<file path="src/rtl/core/mcfp_pkg.sv">
// Package: character codes, status codes and the byte class bundle for the frame parser.
`timescale 1ns / 1ps
`default_nettype none

package mcfp_pkg;

  localparam logic [7:0] CH_0       = 8'h30;  // '0'
  localparam logic [7:0] CH_1       = 8'h31;  // '1'
  localparam logic [7:0] CH_4       = 8'h34;  // '4'
  localparam logic [7:0] CH_9       = 8'h39;  // '9'
  localparam logic [7:0] CH_E_UP    = 8'h45;  // 'E'
  localparam logic [7:0] CH_E_LO    = 8'h65;  // 'e'
  localparam logic [7:0] CH_F_UP    = 8'h46;  // 'F'
  localparam logic [7:0] CH_F_LO    = 8'h66;  // 'f'
  localparam logic [7:0] CH_B_UP    = 8'h42;  // 'B'
  localparam logic [7:0] CH_B_LO    = 8'h62;  // 'b'
  localparam logic [7:0] CH_L_UP    = 8'h4C;  // 'L'
  localparam logic [7:0] CH_L_LO    = 8'h6C;  // 'l'
  localparam logic [7:0] CH_R_UP    = 8'h52;  // 'R'
  localparam logic [7:0] CH_R_LO    = 8'h72;  // 'r'

  localparam logic [2:0] FRAME_LAST = 3'd7;

  localparam logic [1:0] STATUS_OK        = 2'd0;
  localparam logic [1:0] STATUS_EARLY_END = 2'd1;
  localparam logic [1:0] STATUS_NO_END    = 2'd2;
  localparam logic [1:0] STATUS_BAD_FIELD = 2'd3;

  localparam logic [7:0] SPEED_MAX = 8'd199;
  localparam logic [5:0] ANGLE_MAX = 6'd49;

  // Classification of one received byte
  typedef struct packed {
    logic       term;      // E or e
    logic       dig1_ok;   // '0'..'1'
    logic       dig4_ok;   // '0'..'4'
    logic       dig9_ok;   // '0'..'9'
    logic [3:0] digit;     // digit value, meaningful when dig9_ok
    logic       dir_f;
    logic       dir_b;
    logic       side_l;
    logic       side_r;
  } byte_class_t;

endpackage

`default_nettype wire

</file>
<file path="src/rtl/core/mcfp_byte_decode.sv">
// Byte classifier: terminator, digit ranges and letter codes of one byte.
`timescale 1ns / 1ps
`default_nettype none

module mcfp_byte_decode (
  input  wire logic [7:0]          rx_byte,
  output mcfp_pkg::byte_class_t    cls
);

  logic ge0;

  assign ge0 = (rx_byte >= mcfp_pkg::CH_0);

  always_comb begin
    cls.term    = (rx_byte == mcfp_pkg::CH_E_UP) || (rx_byte == mcfp_pkg::CH_E_LO);
    cls.dig1_ok = ge0 && (rx_byte <= mcfp_pkg::CH_1);
    cls.dig4_ok = ge0 && (rx_byte <= mcfp_pkg::CH_4);
    cls.dig9_ok = ge0 && (rx_byte <= mcfp_pkg::CH_9);
    // ASCII digits sit at 0x30, so the low nibble is the value
    cls.digit   = rx_byte[3:0];
    cls.dir_f   = (rx_byte == mcfp_pkg::CH_F_UP) || (rx_byte == mcfp_pkg::CH_F_LO);
    cls.dir_b   = (rx_byte == mcfp_pkg::CH_B_UP) || (rx_byte == mcfp_pkg::CH_B_LO);
    cls.side_l  = (rx_byte == mcfp_pkg::CH_L_UP) || (rx_byte == mcfp_pkg::CH_L_LO);
    cls.side_r  = (rx_byte == mcfp_pkg::CH_R_UP) || (rx_byte == mcfp_pkg::CH_R_LO);
  end

endmodule

`default_nettype wire

</file>
<file path="src/rtl/core/mcfp_frame.sv">
// Frame state and result register: per-position field checks and frame-end status.
`timescale 1ns / 1ps
`default_nettype none

module mcfp_frame (
  input  wire logic                  clk,
  input  wire logic                  rst,
  input  wire logic                  fire,      // a byte is processed this cycle
  input  wire logic                  advance,   // result register may be loaded
  input  wire mcfp_pkg::byte_class_t cls,
  output logic                       out_valid,
  output logic [1:0]                 status,
  output logic [7:0]                 speed,
  output logic                       forward,
  output logic [5:0]                 angle,
  output logic                       left
);

  logic [2:0] byte_position, byte_position_next;
  logic       fields_ok, fields_ok_next;
  logic [7:0] speed_acc, speed_acc_next;
  logic       dir_forward, dir_forward_next;
  logic [5:0] angle_acc, angle_acc_next;
  logic       side_left, side_left_next;

  logic       frame_end;
  logic [1:0] status_next;
  logic [7:0] digit8;
  logic [7:0] digit_x10;

  assign digit8    = {4'd0, cls.digit};
  assign digit_x10 = {digit8[4:0], 3'd0} + {digit8[6:0], 1'b0};

  always_comb begin
    byte_position_next = byte_position;
    fields_ok_next     = fields_ok;
    speed_acc_next     = speed_acc;
    dir_forward_next   = dir_forward;
    angle_acc_next     = angle_acc;
    side_left_next     = side_left;
    frame_end          = 1'b0;
    status_next        = mcfp_pkg::STATUS_OK;

    if (byte_position == mcfp_pkg::FRAME_LAST) begin
      frame_end = 1'b1;
      priority if (!cls.term) begin
        status_next = mcfp_pkg::STATUS_NO_END;
      end else if (!fields_ok) begin
        status_next = mcfp_pkg::STATUS_BAD_FIELD;
      end else begin
        status_next = mcfp_pkg::STATUS_OK;
      end
    end else if (cls.term) begin
      frame_end   = 1'b1;
      status_next = mcfp_pkg::STATUS_EARLY_END;
    end else begin
      byte_position_next = byte_position + 3'd1;
      unique case (byte_position)
        3'd0: begin
          if (cls.dig1_ok) speed_acc_next = cls.digit[0] ? 8'd100 : 8'd0;
          else fields_ok_next = 1'b0;
        end
        3'd1: begin
          if (cls.dig9_ok) speed_acc_next = speed_acc + digit_x10;
          else fields_ok_next = 1'b0;
        end
        3'd2: begin
          if (cls.dig9_ok) speed_acc_next = speed_acc + digit8;
          else fields_ok_next = 1'b0;
        end
        3'd3: begin
          priority if (cls.dir_f) dir_forward_next = 1'b1;
          else if (cls.dir_b) dir_forward_next = 1'b0;
          else fields_ok_next = 1'b0;
        end
        3'd4: begin
          if (cls.dig4_ok) angle_acc_next = digit_x10[5:0];
          else fields_ok_next = 1'b0;
        end
        3'd5: begin
          if (cls.dig9_ok) angle_acc_next = angle_acc + {2'd0, cls.digit};
          else fields_ok_next = 1'b0;
        end
        default: begin
          priority if (cls.side_l) side_left_next = 1'b1;
          else if (cls.side_r) side_left_next = 1'b0;
          else fields_ok_next = 1'b0;
        end
      endcase
    end

    if (frame_end) begin
      byte_position_next = 3'd0;
      fields_ok_next     = 1'b1;
      speed_acc_next     = 8'd0;
      dir_forward_next   = 1'b0;
      angle_acc_next     = 6'd0;
      side_left_next     = 1'b0;
    end
  end

  always_ff @(posedge clk) begin
    if (rst) begin
      byte_position <= 3'd0;
      fields_ok     <= 1'b1;
      speed_acc     <= 8'd0;
      dir_forward   <= 1'b0;
      angle_acc     <= 6'd0;
      side_left     <= 1'b0;
      out_valid     <= 1'b0;
    end else begin
      if (fire) begin
        byte_position <= byte_position_next;
        fields_ok     <= fields_ok_next;
        speed_acc     <= speed_acc_next;
        dir_forward   <= dir_forward_next;
        angle_acc     <= angle_acc_next;
        side_left     <= side_left_next;
      end
      if (advance) begin
        out_valid <= fire && frame_end;
      end
    end
  end

  // Result payload, zeroed on any rejected frame
  always_ff @(posedge clk) begin
    if (advance && fire && frame_end) begin
      status <= status_next;
      if (status_next == mcfp_pkg::STATUS_OK) begin
        speed   <= speed_acc;
        forward <= dir_forward;
        angle   <= angle_acc;
        left    <= side_left;
      end else begin
        speed   <= 8'd0;
        forward <= 1'b0;
        angle   <= 6'd0;
        left    <= 1'b0;
      end
    end
  end

endmodule

`default_nettype wire

</file>
<file path="src/rtl/core/motor_command_frame_parser.sv">
// Top level of the motor command frame parser: input register, byte decode, frame logic.
//
//  channel | signals                              | direction
//  --------+--------------------------------------+----------
//  in      | in_valid, in_stall, rx_byte[7:0]     | byte in
//  out     | out_valid, out_stall, status[1:0],   | result out
//          | speed[7:0], forward, angle[5:0], left|
//
// One byte per cycle while the result is not stalled. A byte waits in the input
// register, then is checked against its frame position and folded into the
// frame state; a frame-end result enters the output register in that cycle.
// Synchronous active-high reset clears the frame state and both valid flags.
// A stalled result holds the frame logic; the input register still takes one
// more byte, and in_stall rises only when that register is also full.
`timescale 1ns / 1ps
`default_nettype none

module motor_command_frame_parser (
  input  wire logic       clk,
  input  wire logic       rst,
  input  wire logic       in_valid,
  output logic            in_stall,
  input  wire logic [7:0] rx_byte,
  output logic            out_valid,
  input  wire logic       out_stall,
  output logic [1:0]      status,
  output logic [7:0]      speed,
  output logic            forward,
  output logic [5:0]      angle,
  output logic            left
);

  // Input register
  logic       s1_valid;
  logic [7:0] s1_byte;

  // The frame stage moves when the result register is empty or being taken
  logic advance;
  logic fire;
  logic in_take;

  mcfp_pkg::byte_class_t cls;

  assign advance  = !out_valid || !out_stall;
  assign fire     = s1_valid && advance;
  assign in_stall = s1_valid && !advance;
  assign in_take  = in_valid && !in_stall;

  always_ff @(posedge clk) begin
    if (rst) begin
      s1_valid <= 1'b0;
    end else if (in_take) begin
      s1_valid <= 1'b1;
    end else if (advance) begin
      s1_valid <= 1'b0;
    end
  end

  always_ff @(posedge clk) begin
    if (in_take) begin
      s1_byte <= rx_byte;
    end
  end

  mcfp_byte_decode u_decode (
    .rx_byte (s1_byte),
    .cls     (cls)
  );

  mcfp_frame u_frame (
    .clk       (clk),
    .rst       (rst),
    .fire      (fire),
    .advance   (advance),
    .cls       (cls),
    .out_valid (out_valid),
    .status    (status),
    .speed     (speed),
    .forward   (forward),
    .angle     (angle),
    .left      (left)
  );

endmodule

`default_nettype wire

</file>
<file path="config.mk">
export PLATFORM = sky130hd
export DESIGN_NAME = motor_command_frame_parser
export DESIGN_NICKNAME = d
export VERILOG_FILES = /design/src/rtl/core/mcfp_pkg.sv /design/src/rtl/core/mcfp_byte_decode.sv /design/src/rtl/core/mcfp_frame.sv /design/src/rtl/core/motor_command_frame_parser.sv
export SDC_FILE = /design/constraint.sdc
export NUM_CORES = 1
export LEC_CHECK = 0
export BUFFER_PORTS_ARGS = -buffer_cell sky130_fd_sc_hd__buf_4
export CORE_MARGIN = 2
export CORE_UTILIZATION = 40
export CTS_CLUSTER_DIAMETER = 100
export DETAILED_ROUTE_END_ITERATION = 16
export SETUP_SLACK_MARGIN = 0.15
export SYNTH_ARGS = -nofsm -noshare
export SYNTH_HDL_FRONTEND = slang
export SYNTH_SLANG_ARGS = --single-unit
</file>
<file path="constraint.sdc">
create_clock -name clk -period 3.32 [get_ports clk]
set_clock_uncertainty 0.2 [all_clocks]
set_input_delay 0.498 -clock clk [delete_from_list [all_inputs] [get_ports clk]]
set_output_delay 0.498 -clock clk [all_outputs]
set_load 0.005 [all_outputs]
</file>
=== Word-level counts from Yosys, hierarchy flattened ===
Cells that the tools add are included.

* Register bits after elaboration: 48
* Input port bits: 12
* Output and inout bits: 20
* Logic and storage cells: 137

* Add/subtract/negate cells: 5
* Order comparisons: 4
* Eq/ne operators: 31
* Multiplexer cells: 48
* Reductions and logical operators: 35

{| class="wikitable"
|+ Operators by type and width
! operator !! count
|-
| equality test 8 x 7 -> 1 bit (second input constant) || 10
|-
| 2-to-1 mux 8 bit || 6
|-
| 2-to-1 mux 6 bit || 5
|-
| inequality test 3 x 2 -> 1 bit (second input constant) || 10
|-
| 2-to-1 mux 1 bit || 27
|-
| <= comparator 8 x 6 -> 1 bit (second input constant) || 3
|-
| one-hot mux 8 bit (3 select lines) || 1
|-
| inequality test 6 x 2 -> 1 bit (second input constant) || 2
|-
| one-hot mux 6 bit (2 select lines) || 1
|-
| AND reduction 10 bit || 1
|-
| AND reduction 5 bit || 2
|-
| equality test 3 bit (second input constant) || 3
|-
| logical AND 1 bit || 9
|-
| 2-to-1 mux 3 bit || 3
|-
| nonzero test 3 bit || 3
|-
| adder 7 x 5 -> 8 bit || 1
|-
| adder 8 x 4 -> 8 bit || 1
|-
| adder 8 bit || 1
|-
| >= comparator 8 x 6 -> 1 bit (second input constant) || 1
|-
| 2-to-1 mux 7 bit || 1
|-
| AND reduction 7 bit || 1
|-
| adder 6 x 4 -> 6 bit || 1
|-
| equality test 3 x 2 -> 1 bit (second input constant) || 2
|-
| logical OR 1 bit || 6
|-
| 15 further kinds || 22
|}

=== Depth between registers and ports, before layout ===
Gate-level depths: netlist of the first run.

* Depth after elaboration: 8
* Depth in mapped cells: 10

=== By module ===
A second synthesis of the first run with hierarchy kept.

* Cell total of the unflattened synthesis: 307
* Area, all modules: 3042.9 um^2

{| class="wikitable"
|+ Modules (own cells, without submodules)
! module !! times used !! cells each !! area each (um^2)
|-
| mcfp_frame || 1 || 271 || 2586.2
|-
| motor_command_frame_parser || 1 || 16 || 300.3
|-
| mcfp_byte_decode || 1 || 20 || 156.4
|}

=== Worst setup path after synthesis of the first run ===
No wires, ideal clock.

* Kind: reg2reg
* Start: reg s1_byte[0]
* End: reg u_frame.speed_acc[7]
* Library setup time: 0.119 ns
* Arrival time: 2.247 ns
* Slack: 0.754 ns
* Stages on the path, launching flop included: 11
* Buffers on the path: 0
* Clock period less this slack: 2.566 ns
* Cell sequence: edfxtp_1 ha_1 fa_1 xor2_1 ha_1 o21ai_0 o21bai_1 a21oi_1 xnor2_1 a21oi_1 o21ai_1

* Cells in the longest elaborated chain, start to end: 7
* Elaborated cells on any way between the ends: 26
* Classes of those cells: add/sub: 3; order compare: 3; eq/ne: 7; mux: 8; reduce/logical: 5

{| class="wikitable"
|+ Ends and longest elaborated chain
! element !! RTL line !! source
|-
| start: declaration || motor_command_frame_parser.sv:35 || <nowiki>logic [7:0] s1_byte;</nowiki>
|-
| start signal: assignment || motor_command_frame_parser.sv:61 || <nowiki>s1_byte <= rx_byte;</nowiki>
|-
| adder 7 x 5 -> 8 bit || mcfp_frame.sv:32 || <nowiki>assign digit_x10 = {digit8[4:0], 3'd0} + {digit8[6:0], 1'b0};</nowiki>
|-
| adder 8 bit || mcfp_frame.sv:64 || <nowiki>if (cls.dig9_ok) speed_acc_next = speed_acc + digit_x10;</nowiki>
|-
| 2-to-1 mux 8 bit || mcfp_frame.sv:64 ||
|-
| one-hot mux 8 bit (3 select lines) || mcfp_frame.sv:58 || <nowiki>unique case (byte_position)</nowiki>
|-
| 2-to-1 mux 8 bit || mcfp_frame.sv:53 || <nowiki>end else if (cls.term) begin</nowiki>
|-
| 2-to-1 mux 8 bit || mcfp_frame.sv:44 || <nowiki>if (byte_position == mcfp_pkg::FRAME_LAST) begin</nowiki>
|-
| 2-to-1 mux 8 bit || mcfp_frame.sv:92 || <nowiki>if (frame_end) begin</nowiki>
|-
| end signal: assignment || mcfp_frame.sv:115 || <nowiki>speed_acc <= speed_acc_next;</nowiki>
|-
| end: declaration || mcfp_frame.sv:21 || <nowiki>logic [7:0] speed_acc, speed_acc_next;</nowiki>
|}

Several ways; a longest one is shown, not always the timed one. The select of a mux whose other input is x is not followed.
A chain may end at the register's enable or synchronous reset.

=== Worst setup path in the final report of the first run ===
* Start: reg s1_byte[1]
* End: reg u_frame.speed_acc[6]

Same word-level chain as after synthesis.

==> results of run 1 <==
==> registers in the layout, summed over array words and instances, names as in the netlist <==
signal,count
u_frame.speed,8
s1_valid,1
u_frame.out_valid,1
u_frame.speed_acc,8
u_frame.left,1
u_frame.forward,1
u_frame.status,2
u_frame.angle_acc,6
u_frame.fields_ok,1
u_frame.angle,6
u_frame.byte_position,3
s1_byte,8
u_frame.side_left,1
u_frame.dir_forward,1
==> cells in the mapped netlist (all sizes together) (2+ instances only) <==
cell type,number,area [um2]
nand2b,3,18.8
nand4,2,12.5
dfxtp,22,440
nor3,6,35.0
nor4bb,2,20.0
ha,22,275
o21ai,21,105
nand3,7,35.0
mux2i,3,30.0
clkbuf,5,18.8
a211oi,7,70.1
o22ai,3,18.8
and4bb,2,28.8
nor2b,7,43.8
a21o,6,45.0
fa,4,80.1
nand2,25,98.8
buf,5,30.0
edfxtp,26,781
nor2,15,56.3
and3,4,25.0
xnor2,6,52.6
a22o,2,17.5
a2bb2oi,2,17.5
a22oi,4,30.0
and2,16,100
o21bai,3,22.5
a21oi,23,119
nor3b,3,33.8
inv,15,56.3
xor2,7,61.3
a41oi,4,42.6
nand3b,4,33.8
==> kinds of logic (layout without fill, tap and decap cells) <==
family                     count (synthesis)  in the layout  share of synthesized area (%)
AOI/OAI and AO/OA                         85             85                           19.3
and+or+nand+nor                          101            101                           19.5
xor gates and xnor gates                  13             13                           3.82
DFF                                       48             48                           41.0
muxes                                      3              3                           1.01
buffers and inverters                     25             62                           3.52
adders and majority gates                 26             26                           11.9
==> per-stage QoR <==
step                      hold WS, ps  area [um2]
after global routing              158        3440
after floorplan                   239        2980
after global placement            259        3350
final                             167        3440
after CTS                         166        3440
after detailed placement          266        3350
==> cell type report <==
cell class                      count  area [um2]
Inverter                           15        56.3
Clock buffer                        7        86.3
Timing Repair Buffer               39         293
Tap cell                           99         124
Clock inverter                      1        7.51
Multi-Input combinational cell    228        1660
Sequential cell                    48        1220
Fill cell                         718        3810
==> worst paths after layout <==
kind	startpoint	to	slack, ps	cells past startpoint
max	s1_byte[1]	u_frame.speed_acc[6]	660	10
max reg2reg	s1_byte[1]	u_frame.speed_acc[6]	660	10
min reg2reg	u_frame.angle_acc[3]	u_frame.angle_acc[3]	280	2
min	rx_byte[5]	s1_byte[5]	170	1
==> layout by cell type (no fill, tap or decap), types with 12 or more instances in the layout <==
cell      Yosys  final
a21oi_1      22     22
and2_1       16     16
buf_4         2     39
dfxtp_1      22     22
edfxtp_1     26     26
ha_1         22     22
inv_1        14     14
nand2_1      23     23
nor2_1       15     15
o21ai_1      12     12
==> critical path: stages, from the launching register on <==
cell	delay, ps
edfxtp_1	560
ha_1	350
a21oi_1	140
nor2_1	70
xor2_1	150
ha_1	340
nand2b_1	90
a211oi_1	220
a41oi_1	80
o221a_2	270
o21ai_1	120
==> layer usage <==
layer	global-route usage (%)	part of all wire (%)
met5	0	0
met4	5.26	1.4
met3	3.17	6.0
met2	28.0	47
met1	22.3	46
==> power breakdown <==
| part | leakage (uW) | switching [uW] | internal (uW) |
|---|---|---|---|
| clock network | 0.0000445 | 190 | 169 |
| registers | 0.000421 | 16.8 | 635 |
| logic | 0.000906 | 107 | 79.7 |
==> impl_metrics.toml, run 1 <==
[cts]
cts_setup_buffers = 0
clock-sinks = 48
root_buffer = "clkbuf_8"
clock_latency_ps = 300
cts_buffers = 5
cts_resized = 0
cts_buffer_depth = 2
path_clk_slew_ps = 90
tritoncts = "done"
cts_max_level = 2
cts_hold_buf = 0

[detailed_routing]
drt-total-wl_mm = 6.69
drt_iter0_drc = 116
drc = 0
firstDrtPassIters = 5
post_drt_wl_per_cell_um = 15.3
via_per_inst = 5.44
vias = 2377
detail-route-antenna-nets = 0

[setup_path]
cp-end-kind = "flop"
worstSetupStartpointType = "flop"
cp.required_ps = 3350
critical_path_class = "reg2reg"
cp.arrival_ps = 2690
worstPathMaxFanout = 8

[die]
core_um2 = 7250
die_y_um = 90.3
start_util_pct = 41.1
floorplan.rows = 31
die_x_um = 90.3
fp.dieArea_um2 = 8160
ios = 32

[sta]
fmax_ghz = 0.376
relSlewSlack_pct = 53.2
hold_viol = 0
finalSetupTns_ps = 0
rsz0062_at_grt = "false"
final.setup.worst_slack_ps = 664
min_period_ps = 2660
worst_pin_slew_ps = 700
period_share_pct = 80.0
setup_viol = 0
slew_violations = 0

[power]
ir_drop_mv = 0.225
finalPower_uw = 1200
pwr_density_cell_nw_per_um2 = 348
p_leak_uw = 0.00137

[finish]
final_core_util_pct = 47.5
areaGrowthSynthToFinish_pct = 15.5
stdcell_count = 437
drive_above_1_share_pct = 17.8
final_nets = 375
diodes = 0

[yosys]
seq_area_frac_synth_pct = 41.0
synth.avg_cell_area_um2 = 9.91
synth_cell_types = 60
synth_edf_count = 26
async_flop_share_pct = 0
netlist_area_um2 = 2980
synthFlopType = "edfxtp_1"
ys.warnings.count = 0
netlist_instances = 301
syn_nets = 339
ys_ff_latch = 48

[global_route]
antenna_found_initial = 0
grt_pass1_vias = 2231
grt_max_degree = 20
grt_overflow = 0
grt_pass1_wl_mm = 10.9
track_usage_pct = 16.9

[placement]
place_congestion = 0.825
hpwl_mm = 5.10
placed_cells = 429
place_ws_ps = 670
placement.io_buffers = 31

[run_status]
status = "finished clean"

[flow_run]
drv_cap = 0

[worst_hold_path]
holdCritPathClass = "in2reg"
No activity file was read; power rests on OpenSTA's default activity.
==> inputs of run 2 (changes only) <==
--- a/config.mk
+++ b/config.mk
@@ -5,6 +5,7 @@
 export SDC_FILE = /design/constraint.sdc
 export NUM_CORES = 1
 export LEC_CHECK = 0
+export ABC_AREA = 1
 export BUFFER_PORTS_ARGS = -buffer_cell sky130_fd_sc_hd__buf_4
 export CORE_MARGIN = 2
 export CORE_UTILIZATION = 40
==> constraint.sdc (replaced) <==
create_clock -name clk -period 2.5 [get_ports clk]
set_clock_uncertainty 0.2 [all_clocks]
set_input_delay 0.375 -clock clk [delete_from_list [all_inputs] [get_ports clk]]
set_output_delay 0.375 -clock clk [all_outputs]
set_load 0.005 [all_outputs]
==> run 2 against run 1 <==
Net effect:
- first-iteration DRC count increased by 40%
- combinational power increased by 92%
- synthesized cell count increased by 41%
- critical path depth increased by 4
- worst hold slack got worse by 140 ps
- power increased by 48%
- final cell count increased by 32%
- sequential share of layout area decreased by 3.6 points
- worst setup slack got worse by 620 ps
- clock power increased by 52%
- sequential cell count unchanged
- die area increased by 7.3%
- largest cell class unchanged
- highest routed layer unchanged
==> impl_metrics.toml, run 2 <==
[run_status]
status = "finished clean"

[finish]
multi_input_area_um2 = 1760
num-fill-cells = 784
layout_common_cells = "98 x nand2_1, 62 x inv_1, 50 x nor2_1"
top_regs = "s1_byte x8, u_frame.speed x8, u_frame.speed_acc x8"
diodes = 0
final_common_cell = "nand2_1"
drive_above_1_share_pct = 19.4
regArea_um2 = 1220
final_nets = 511
final_core_util_pct = 49.3
areaGrowthSynthToFinish_pct = 19.3

[global_route]
antenna_found_initial = 0
grt_max_degree = 19
grt_overflow = 0
grt_pass1_wl_mm = 12.0
track_usage_pct = 17.4
grt_pass1_vias = 2541

[cts]
clock_latency_ps = 310
path_clk_slew_ps = 110
tritoncts = "done"
cts_buffers = 5
clock-sinks = 48
cts_hold_buf = 0
root_buffer = "clkbuf_8"
cts_max_level = 2
cts_buffer_depth = 2

[yosys]
synthFlopType = "edfxtp_1"
ys.warnings.count = 0
synth.largest_area_cell = "edfxtp_1"
seq_area_frac_synth_pct = 38.1
synth_edf_count = 26
ys_ff_latch = 48
synth_cell_types = 35
synth.avg_cell_area_um2 = 7.55
synth_top_area_share_pct = 24.3
netlist_area_um2 = 3210
syn_nets = 463
netlist_instances = 425
async_flop_share_pct = 0
synth.top_cells.by_count = "100 x nand2_1, 65 x inv_1, 50 x nor2_1"
yosysMostFrequentCell = "nand2_1"
ys_top_cells_by_area = "edfxtp_1 24%, dfxtp_1 14%, nand2_1 12%"

[die]
core_um2 = 7770
die_x_um = 93.6
start_util_pct = 41.3
ios = 32
die_y_um = 93.6
floorplan.rows = 32
fp.dieArea_um2 = 8750

[detailed_routing]
firstDrtPassIters = 4
detail-route-antenna-nets = 0
via_per_inst = 4.85
drt_iter0_drc = 162
drt-total-wl_mm = 7.30
drc = 0
post_drt_wl_per_cell_um = 12.7
vias = 2793

[power]
p_leak_uw = 0.00177
pwr_density_cell_nw_per_um2 = 464
ir_drop_mv = 0.202

[sta]
setup_viol = 0
fmax_ghz = 0.407
hold_viol = 0
rsz0062_at_grt = "true"
period_share_pct = 98.2
relSlewSlack_pct = 73.3
slew_violations = 0
worst_pin_slew_ps = 400
min_period_ps = 2450
finalSetupTns_ps = 0

[setup_path]
critical_path_class = "reg2reg"
cp.arrival_ps = 2470
worstPathMaxFanout = 4
cp-end-kind = "flop"
cp.required_ps = 2520
reg2reg_setup_slack_ps = 50
worstSetupStartpointType = "flop"

[worst_hold_path]
holdCritPathClass = "in2reg"

[flow_run]
drv_cap = 0

[placement]
placement.io_buffers = 31
place_congestion = 0.903
hpwl_mm = 5.68
run 2: final cells by class:
class | instances | area share (%)
Tap cell | 102 | 3.33
Timing Repair Buffer | 46 | 9.02
Multi-Input combinational cell | 301 | 45.9
Clock inverter | 2 | 0.425
Clock buffer | 6 | 2.45
Sequential cell | 48 | 31.9
Inverter | 71 | 6.96
run 2: power breakdown:
group | switching, uW | internal (uW) | total, uW
Clock | 283 | 262 | 545
Sequential | 21.5 | 849 | 870
Combinational | 213 | 146 | 359
Total | 518 | 1260 | 1770
run 2: timing repair:
action | 4_1_cts | 5_1_grt
setup buffers | 2 | 1
resized for setup | 2 | 12
endpoints found under the setup margin | 3 | 5
hold endpoints to repair | 0 | 0
pin swaps | 2 | 9
run 2: final timing paths:
path / start / endpoint / cells past startpoint
worst max-delay path: s1_byte[0] / u_frame.speed_acc[7] / 14
worst min-delay path: rx_byte[3] / s1_byte[3] / 1
worst max register to register: s1_byte[0] / u_frame.speed_acc[7] / 14
worst min register to register: u_frame.side_left / u_frame.side_left / 2
run 2: critical path, stage by stage (launching register included):
cell,delay [ps]
edfxtp_1,410
ha_2,220
fa_2,370
xor2_2,240
ha_4,240
nand2_1,70
inv_1,50
a21oi_1,150
nand3_1,90
nand3_1,70
nand2_1,50
nand2_1,50
nor2_1,40
nor2_1,80
nor2_1,40
run 2: metal layers:
layer  track usage (%)  wire, um  share of wire, %  vias to the layer above
met5                 0         0                 0                        -
met4              5.19        97               1.3                        0
met3              2.90       384               5.3                       10
met2              27.6      3260                45                       65
met1              24.3      3550                49                     1239
li1                  -         -                 -                     1479
run 2: cell families (layout without fill, tap and decap cells):
| family | after synthesis | count (layout) | share of synthesized area, % |
|---|---|---|---|
| AND/OR/NAND/NOR | 207 | 207 | 29.4 |
| flip-flops | 48 | 48 | 38.1 |
| buffers and inverters | 76 | 125 | 9.55 |
| XOR/XNOR | 4 | 4 | 1.09 |
| AO/OA/AOI/OAI | 64 | 64 | 10.8 |
| adder cells (fa/ha/maj) | 26 | 26 | 11.1 |
run 2: stage by stage:
step | total power (uW) | hold WS [ps] | setup WS (ps) | cell area (um2) | instances
after floorplan | 1120 | 237 | 8.53 | 3240 | 425
after global placement | 1210 | 261 | 54.7 | 3650 | 565
after detailed placement | 1220 | 258 | -17.6 | 3650 | 565
after CTS | 1770 | 22.5 | 0.360 | 3780 | 575
after global routing | 1870 | 19.5 | -142 | 3830 | 576
final | 1770 | 26.6 | 45.2 | 3830 | 576
==> inputs of run 3 (changes only) <==
--- a/config.mk
+++ b/config.mk
@@ -11,6 +11,7 @@
 export CORE_UTILIZATION = 40
 export CTS_CLUSTER_DIAMETER = 100
 export DETAILED_ROUTE_END_ITERATION = 16
+export GPL_TIMING_DRIVEN = 0
 export SETUP_SLACK_MARGIN = 0.15
 export SYNTH_ARGS = -nofsm -noshare
 export SYNTH_HDL_FRONTEND = slang
==> run 3 against run 2 <==
Net effect:
- the run now ends with setup timing left
- via count rose by 1.5%
- clock power rose by 26%
- combinational power rose by 3%
- worst setup slack got worse by 79 ps
- die area did not move
- first-iteration DRC count rose by 6.8%
- register-to-register slack got worse by 80 ps
- worst hold slack improved by 3.6 ps
- count of clock-buffer cells in the layout fell by 1
- final cell count rose by 0.69%
- non-clock buffer count rose by 4
==> impl_metrics.toml, run 3 (synthesis gave the netlist of run 2 again) <==
[die]
floorplan.rows = 32
core_um2 = 7770
fp.dieArea_um2 = 8750
ios = 32
start_util_pct = 41.3
die_x_um = 93.6
die_y_um = 93.6

[finish]
drive_above_1_share_pct = 20.9
regArea_um2 = 1220
stdcell_area_um2 = 3910
num-fill-cells = 800
layout_common_cells = "97 x nand2_1, 62 x inv_1, 49 x nor2_1"
top_regs = "s1_byte x8, u_frame.speed x8, u_frame.speed_acc x8"
areaGrowthSynthToFinish_pct = 21.8
diodes = 0
final_nets = 515
multi_input_area_um2 = 1770
final_common_cell = "nand2_1"

[cts]
cts_buffers = 5
clock-sinks = 48
cts_buffer_depth = 2
cts_max_level = 2
path_clk_slew_ps = 100
tritoncts = "done"
cts_hold_buf = 0
clock_latency_ps = 310
root_buffer = "clkbuf_8"

[run_status]
status = "complete, but fails checks"
violations = "setup timing"

[sta]
period_share_pct = 101
min_period_ps = 2530
fmax_ghz = 0.395
rsz0062_at_grt = "true"
final.setup.worst_slack_ps = -33.7
worst_pin_slew_ps = 496
slew_violations = 0
relSlewSlack_pct = 66.6
setup_viol = 1
hold_viol = 0

[power]
p_leak_uw = 0.00179
ir_drop_mv = 0.265
pwr_density_cell_nw_per_um2 = 493
finalPower_uw = 1930

[global_route]
track_usage_pct = 18.1
grt_overflow = 0
grt_pass1_wl_mm = 12.5
grt_pass1_vias = 2658
antenna_found_initial = 0
grt_max_degree = 19

[setup_path]
r2r-start = "s1_byte[0]"
cp.arrival_ps = 2590
cp.required_ps = 2550
reg2reg_setup_slack_ps = -30
rr_endpoint = "u_frame.speed_acc[7]"
cp-end-kind = "flop"
reg2reg_depth = 15
worstSetupStartpointType = "flop"
worstPathMaxFanout = 4
critical_path_class = "reg2reg"

[worst_hold_path]
hold_depth = 2
min-delay-start = "rst"
holdPathEnd = "u_frame.angle_acc[1]"
holdCritPathClass = "in2reg"

[detailed_routing]
drc = 0
drt_iter0_drc = 173
firstDrtPassIters = 4
post_drt_wl_per_cell_um = 12.7
drt-total-wl_mm = 7.36
detail-route-antenna-nets = 0
vias = 2834
via_per_inst = 4.89

[placement]
placedInstanceArea_um2 = 3600
hpwl_mm = 5.69
placement.io_buffers = 31
place_congestion = 0.924

[flow_run]
drv_cap = 0
## run 3: how the worst max path moves through the flow
stage                     from                    to  slack, ps
finish              s1_byte[0]  u_frame.speed_acc[7]        -30
global route        s1_byte[0]  u_frame.speed_acc[7]       -190
CTS                 s1_byte[2]  u_frame.speed_acc[7]        -20
detailed placement  s1_byte[0]  u_frame.speed_acc[7]       -430
global placement    s1_byte[0]  u_frame.speed_acc[7]       -360
floorplan           s1_byte[1]  u_frame.speed_acc[7]          9
## run 3: where the power goes
group,internal (uW),switching [uW],total (uW)
Sequential,849,19.1,868
Clock,403,286,688
Combinational,155,215,370
Total,1410,519,1930
## run 3: cell type report
class                   count  share of cell area [%]
multi-input cells         301                    45.4
flip-flops and latches     48                    31.3
repair buffers             45                    8.65
inverters                  71                    6.92
well taps                 102                    3.27
clock buffers               5                    1.76
clock inverters             3                    1.76
plain buffers               5                    1.02
## run 3: metal layers
layer	global-route usage (%)	vias up	part of all wire, %
li1	-	1484	-
met1	24.9	1282	48
met2	29.3	55	46
met3	3.06	13	3.8
met4	5.19	0	1.8
met5	0	-	0
## run 3: repair_timing
action | 4_1_cts | 5_1_grt
resized for setup | 8 | 9
gates cloned | 0 | 0
setup endpoints to repair | 22 | 15
buffers inserted | 10 | 4
pin swaps | 5 | 5
## run 3: per-stage QoR
stage | setup TNS, ps | cells | setup WS [ps] | hold WS (ps) | utilization (%)
6_report | -33.7 | 580 | -33.7 | 30.3 | 50.3
3_3_place_gp | -820 | 558 | -357 | 258 | 46.3
4_1_cts | -18.9 | 576 | -17.4 | 26.7 | 49.6
3_5_place_dp | -973 | 558 | -430 | 255 | 46.3
2_1_floorplan | 0 | 425 | 8.53 | 237 | -
5_1_grt | -407 | 580 | -188 | 21.1 | 50.3
## run 3: critical path, stage by stage (launching register included)
cell and delay [ps]:
edfxtp_1 420, ha_2 220, fa_2 390, xor2_4 180, ha_4 260, nand2_2 60
inv_1 50, nand2_1 60, nand3_1 70, nand2_1 70, nand3_2 80, nand2_1 80
nand2_1 60, nor2_2 120, nor2_1 50, nor2_1 90
